===== config.mk =====
export PLATFORM = sky130hd
export DESIGN_NAME = lve_var_unit
export DESIGN_NICKNAME = d
export VERILOG_FILES = /design/src/lve_pkg.sv /design/src/lve_var_unit.sv
export SDC_FILE = /design/constraint.sdc
export NUM_CORES = 2
export LEC_CHECK = 0
export BUFFER_PORTS_ARGS = -buffer_cell sky130_fd_sc_hd__buf_2
export CAP_MARGIN = 20
export CELL_PAD_IN_SITES_DETAIL_PLACEMENT = 1
export CELL_PAD_IN_SITES_GLOBAL_PLACEMENT = 1
export CORE_MARGIN = 2
export CORE_UTILIZATION = 50
export DETAILED_ROUTE_END_ITERATION = 6
export PLACE_DENSITY_LB_ADDON = 0.05
export SETUP_SLACK_MARGIN = 0.02
export SYNTH_ARGS = -nofsm -noshare
export SYNTH_HDL_FRONTEND = slang
export SYNTH_SLANG_ARGS = --single-unit

===== constraint.sdc =====
create_clock -name clk -period 15.5 [get_ports clk]
set_input_delay 0.775 -clock clk [delete_from_list [all_inputs] [get_ports clk]]
set_output_delay 0.775 -clock clk [all_outputs]
set_load 0.1 [all_outputs]

===== src/lve_pkg.sv =====
// ----------------------------------------------------------------------------
// lve_pkg
// Shared constants and types of the Laplacian variance estimator.
// ----------------------------------------------------------------------------
`default_nettype none
package lve_pkg;

	localparam int DEF_MAX_WIDTH  = 2048;
	localparam int DEF_MAX_HEIGHT = 2048;

	// Geometry arithmetic width: holds 8192 and any 12-bit register value.
	localparam int GW = 14;

	localparam int CNT_W = 23;
	localparam int SUM_W = 34;
	localparam int SQ_W  = 43;
	localparam int VAR_W = 28;

	localparam logic [2:0] REG_FRAME_WIDTH    = 3'd0;
	localparam logic [2:0] REG_FRAME_HEIGHT   = 3'd1;
	localparam logic [2:0] REG_COLOR_MODE     = 3'd2;
	localparam logic [2:0] REG_REGION_X_START = 3'd3;
	localparam logic [2:0] REG_REGION_Y_START = 3'd4;
	localparam logic [2:0] REG_REGION_X_END   = 3'd5;
	localparam logic [2:0] REG_REGION_Y_END   = 3'd6;

	typedef struct packed {
		logic             start;
		logic [CNT_W-1:0] n;
		logic [SUM_W-1:0] sum;
		logic [SQ_W-1:0]  sq;
	} var_req_t;

	typedef struct packed {
		logic             done;
		logic [VAR_W-1:0] variance;
	} var_rsp_t;

endpackage
`default_nettype wire


===== src/lve_var_unit.sv =====
// ----------------------------------------------------------------------------
// lve_var_unit
// Sequential variance unit: shift-add products, then restoring division of
// 256*(n*sq - sum^2) by n^2, saturated to 28 bits.
// ----------------------------------------------------------------------------
`default_nettype none
module lve_var_unit (
	input  wire logic              clk,
	input  wire logic              arst_n,
	input  wire lve_pkg::var_req_t req,
	output lve_pkg::var_rsp_t      rsp
);

	localparam int AW  = 66;
	localparam int BW  = 68;
	localparam int DW  = 46;
	localparam int NUMW = 74;

	typedef enum logic [4:0] {
		M_IDLE = 5'b00001,
		M_MUL  = 5'b00010,
		M_SUB  = 5'b00100,
		M_DIV  = 5'b01000,
		M_DONE = 5'b10000
	} mstate_t;

	mstate_t state_q;
	logic [6:0] cnt_q;
	logic [lve_pkg::CNT_W-1:0] nsh_q;
	logic [lve_pkg::SUM_W-1:0] msh_q;
	logic [AW-1:0] sqsh_q, a_q;
	logic [BW-1:0] magsh_q, b_q;
	logic [DW-1:0] nshl_q, d_q, r_q;
	logic [NUMW-1:0] num_q;
	logic [lve_pkg::VAR_W-1:0] q_q;
	logic over_q;

	logic [lve_pkg::SUM_W-1:0] mag;
	logic [DW:0] r_try;
	logic [DW:0] r_sub;
	logic qbit;

	assign mag = req.sum[lve_pkg::SUM_W-1] ? (~req.sum + 1'b1) : req.sum;
	assign r_try = {r_q, num_q[NUMW-1]};
	assign r_sub = r_try - {1'b0, d_q};
	assign qbit = (r_try >= {1'b0, d_q});

	always_ff @(posedge clk or negedge arst_n) begin
		if (!arst_n) begin
			state_q <= M_IDLE;
			cnt_q <= '0;
		end else begin
			case (state_q)
				M_IDLE: begin
					if (req.start) begin
						state_q <= M_MUL;
						cnt_q <= 7'(lve_pkg::SUM_W - 1);
					end
				end
				M_MUL: begin
					if (cnt_q == '0) begin
						state_q <= M_SUB;
					end else begin
						cnt_q <= cnt_q - 1'b1;
					end
				end
				M_SUB: begin
					state_q <= (a_q < b_q[AW-1:0] || b_q[BW-1:AW] != '0) ? M_DONE : M_DIV;
					cnt_q <= 7'(NUMW - 1);
				end
				M_DIV: begin
					if (cnt_q == '0) begin
						state_q <= M_DONE;
					end else begin
						cnt_q <= cnt_q - 1'b1;
					end
				end
				M_DONE: state_q <= M_IDLE;
				default: state_q <= M_IDLE;
			endcase
		end
	end

	always_ff @(posedge clk) begin
		case (state_q)
			M_IDLE: begin
				nsh_q <= req.n;
				msh_q <= mag;
				sqsh_q <= AW'(req.sq);
				magsh_q <= BW'(mag);
				nshl_q <= DW'(req.n);
				a_q <= '0;
				b_q <= '0;
				d_q <= '0;
			end
			M_MUL: begin
				if (nsh_q[0]) begin
					a_q <= a_q + sqsh_q;
					d_q <= d_q + nshl_q;
				end
				if (msh_q[0]) begin
					b_q <= b_q + magsh_q;
				end
				nsh_q <= nsh_q >> 1;
				msh_q <= msh_q >> 1;
				sqsh_q <= sqsh_q << 1;
				magsh_q <= magsh_q << 1;
				nshl_q <= nshl_q << 1;
			end
			M_SUB: begin
				num_q <= {a_q - b_q[AW-1:0], 8'd0};
				r_q <= '0;
				q_q <= '0;
				over_q <= 1'b0;
			end
			M_DIV: begin
				r_q <= qbit ? r_sub[DW-1:0] : r_try[DW-1:0];
				num_q <= num_q << 1;
				q_q <= {q_q[lve_pkg::VAR_W-2:0], qbit};
				if (qbit && cnt_q >= 7'(lve_pkg::VAR_W)) begin
					over_q <= 1'b1;
				end
			end
			default: begin
			end
		endcase
	end

	assign rsp.done = (state_q == M_DONE);
	assign rsp.variance = (over_q && cnt_q == '0 && num_q != '1) ? '1 :
		(over_q ? '1 : q_q);

endmodule
`default_nettype wire

==> reports/results.tsv <==
metric	value	unit
synthesis.nets	4657	
path_class	reg2reg	
maxCapViolCount	0	
grt_pass1_wl	181000	µm
synthToLayoutAreaGrowth	9.38	%
fin_nets	4694	
fillers	9041	
synth_common_cells	558 x edfxtp_1, 516 x nand2_1, 400 x nor2_1, 389 x a21oi_1, 292 x ha_1	
wl_met3	4320	µm
start_util	0.503	
reg2reg_from	b_q[1]	
crit_fanout	5	
clk_path_buf_depth	3	
detail-route-antenna-nets	0	
placed_cells	5271	
outcome	finished clean	
r2r-end	num_q[73]	
hold_path_class	in2async	
drc_errors	0	
fin_tns_setup	0	ps
first_pass_iters	5	
die_w	285	µm
finalMaxSlewViolations	0	
syn_avg_cell_area	9.30	µm²
ys_ff_latch	570	
finalWorstPathRequiredPeriod	4550	ps
drt-vias-per-instance	5.96	
synth_top_area_share	0.423	
rr_worst_depth	12	
cts_setup_buffers	0	
fmax	0.220	GHz
cts_resized	0	
coreArea	78700	µm²
initialDrtViolationCount	2043	
crit_arrival	4830	ps
grt_pass1_vias	33382	
multiInputGateArea	21200	µm²
worstSetupEndpointType	flip-flop	
htreeDepth	3	
layout-drive-gt1-share	0.0711	
fin_worst_skew	19.0	ps
dieHeight	285	µm
grt_max_degree	132	
required	15780	ps
synth_top_area_cell	edfxtp_1	
antenna_found_initial	1	
fin_crit_sh	0.293	
cp-start-kind	flip-flop	
synth_seq_area_share	0.431	
num_vias	32150	
final_cells	5395	
place_congestion	0.894	
clkLatencyLatePin	620	ps
max_slew_margin	0.300	
grt_overflow	0	
pin_count	132	
ys.flop_type	edfxtp_1	
top_layer_used	met4	
dp_slack	10860	ps
cts-root-buf	clkbuf_16	
clk_pin_slew	60	ps
yosys_warnings	0	
synthArstFlopShare	0.0211	
rrSetupSlack	10950	ps
track_usage	0.274	
holdBufCountCts	0	
setup_viol	0	
seq_area	17100	µm²
rows	103	
synth_most_common_cell	edfxtp_1	
place_hpwl	83000	µm
synth_cell_types	77	
cts_made_buffers	70	
wire_per_inst	20.8	µm
layout_setup_ws	10950	ps
drt-met1-wl	53100	µm
port-buffer-count	131	
synth_edf_count	558	
synthCells	4257	
tightestPinTransition	1050	ps
routed_wl	112000	µm
routed-wl-met2	52200	µm
rsz0062_at_grt	false	
die-area	81500	µm²
hold_viol	0	
synth_area_leaders	edfxtp_1 42%, ha_1 9.2%, a21oi_1 4.9%	
clock_sinks	570	
synth_area	39600	µm²
cts_tree	done	
[layer usage]
metal  up-vias  GRT usage
met4         0     0.0668
met3       158     0.0314
li1      15603          -
met5         -          0
met2       600      0.456
met1     15789      0.383
[final cells by class]
cell class,instances,share of cell area
clock buffer,81,0.0421
antenna,1,0.0000578
sequential,570,0.394
multi-input combinational,3315,0.489
clock inverter,41,0.00924
inverter,186,0.0161
timing repair buffer,151,0.0194
tap,1050,0.0303
[flip-flops by register name (all words and copies together), names as in the netlist]
name / cells
b_q: 68
q_q: 28
msh_q: 34
a_q: 66
nshl_q: 46
over_q: 1
magsh_q: 68
cnt_q: 7
nsh_q: 23
r_q: 46
num_q: 66
d_q: 46
state_q: 5
sqsh_q: 66
[cell usage in the layout (no fill, tap or decap), types with 39 or more instances in the layout]
master,count
xnor2_1,132
a21o_1,145
xor2_1,133
o21ai_0,217
edfxtp_1,558
clkbuf_16,71
inv_1,185
and2_1,138
nor3_1,77
buf_2,131
o21bai_1,53
nand2_1,512
ha_1,292
nor2_1,400
and3_1,45
o21a_1,105
a21oi_1,389
nand3_1,73
or2_2,39
a211oi_1,45
nand4_1,85
a31oi_1,43
[worst max-delay path, cell delays in order, from the launching register on]
cell and delay, ps:
edfxtp_1 550, inv_1 100, ha_1 280, nor2b_1 150
o31a_1 290, a41o_1 290, o31ai_1 400, a22oi_1 260
a41o_1 390, a21oi_1 240, a31oi_1 260, and4_1 270
nor4_1 720
[stage by stage]
stage               instance area (µm²)   util  hold slack (ps)
floorplan                         39600      -              469
global placement                  41100  0.521              495
detailed placement                41100  0.521              509
CTS                               43300  0.550             32.9
global route                      43300  0.550             40.5
finish                            43300  0.550             53.0
[cells by family after synthesis]
family / after synthesis / synth area share
xor+xnor: 265 / 0.0586
compound gates: 1185 / 0.189
fa+ha+maj: 297 / 0.0948
mux: 35 / 0.00888
simple gates: 1533 / 0.182
buf+inv: 372 / 0.0354
flops: 570 / 0.431
[worst max-delay path by stage]
stage | end | depth (start not counted) | slack [ps] | start
floorplan | magsh_q[0] | 5 | 8420 | state_q[0]
global placement | num_q[73] | 12 | 10920 | b_q[1]
detailed placement | num_q[73] | 12 | 10860 | b_q[1]
CTS | num_q[73] | 12 | 10840 | b_q[1]
global route | num_q[73] | 12 | 10760 | b_q[1]
finish | num_q[73] | 12 | 10950 | b_q[1]
Power is left out: the tool's default activity adds up to more than one toggle a clock period on the data nets, which glitch-free logic cannot reach.
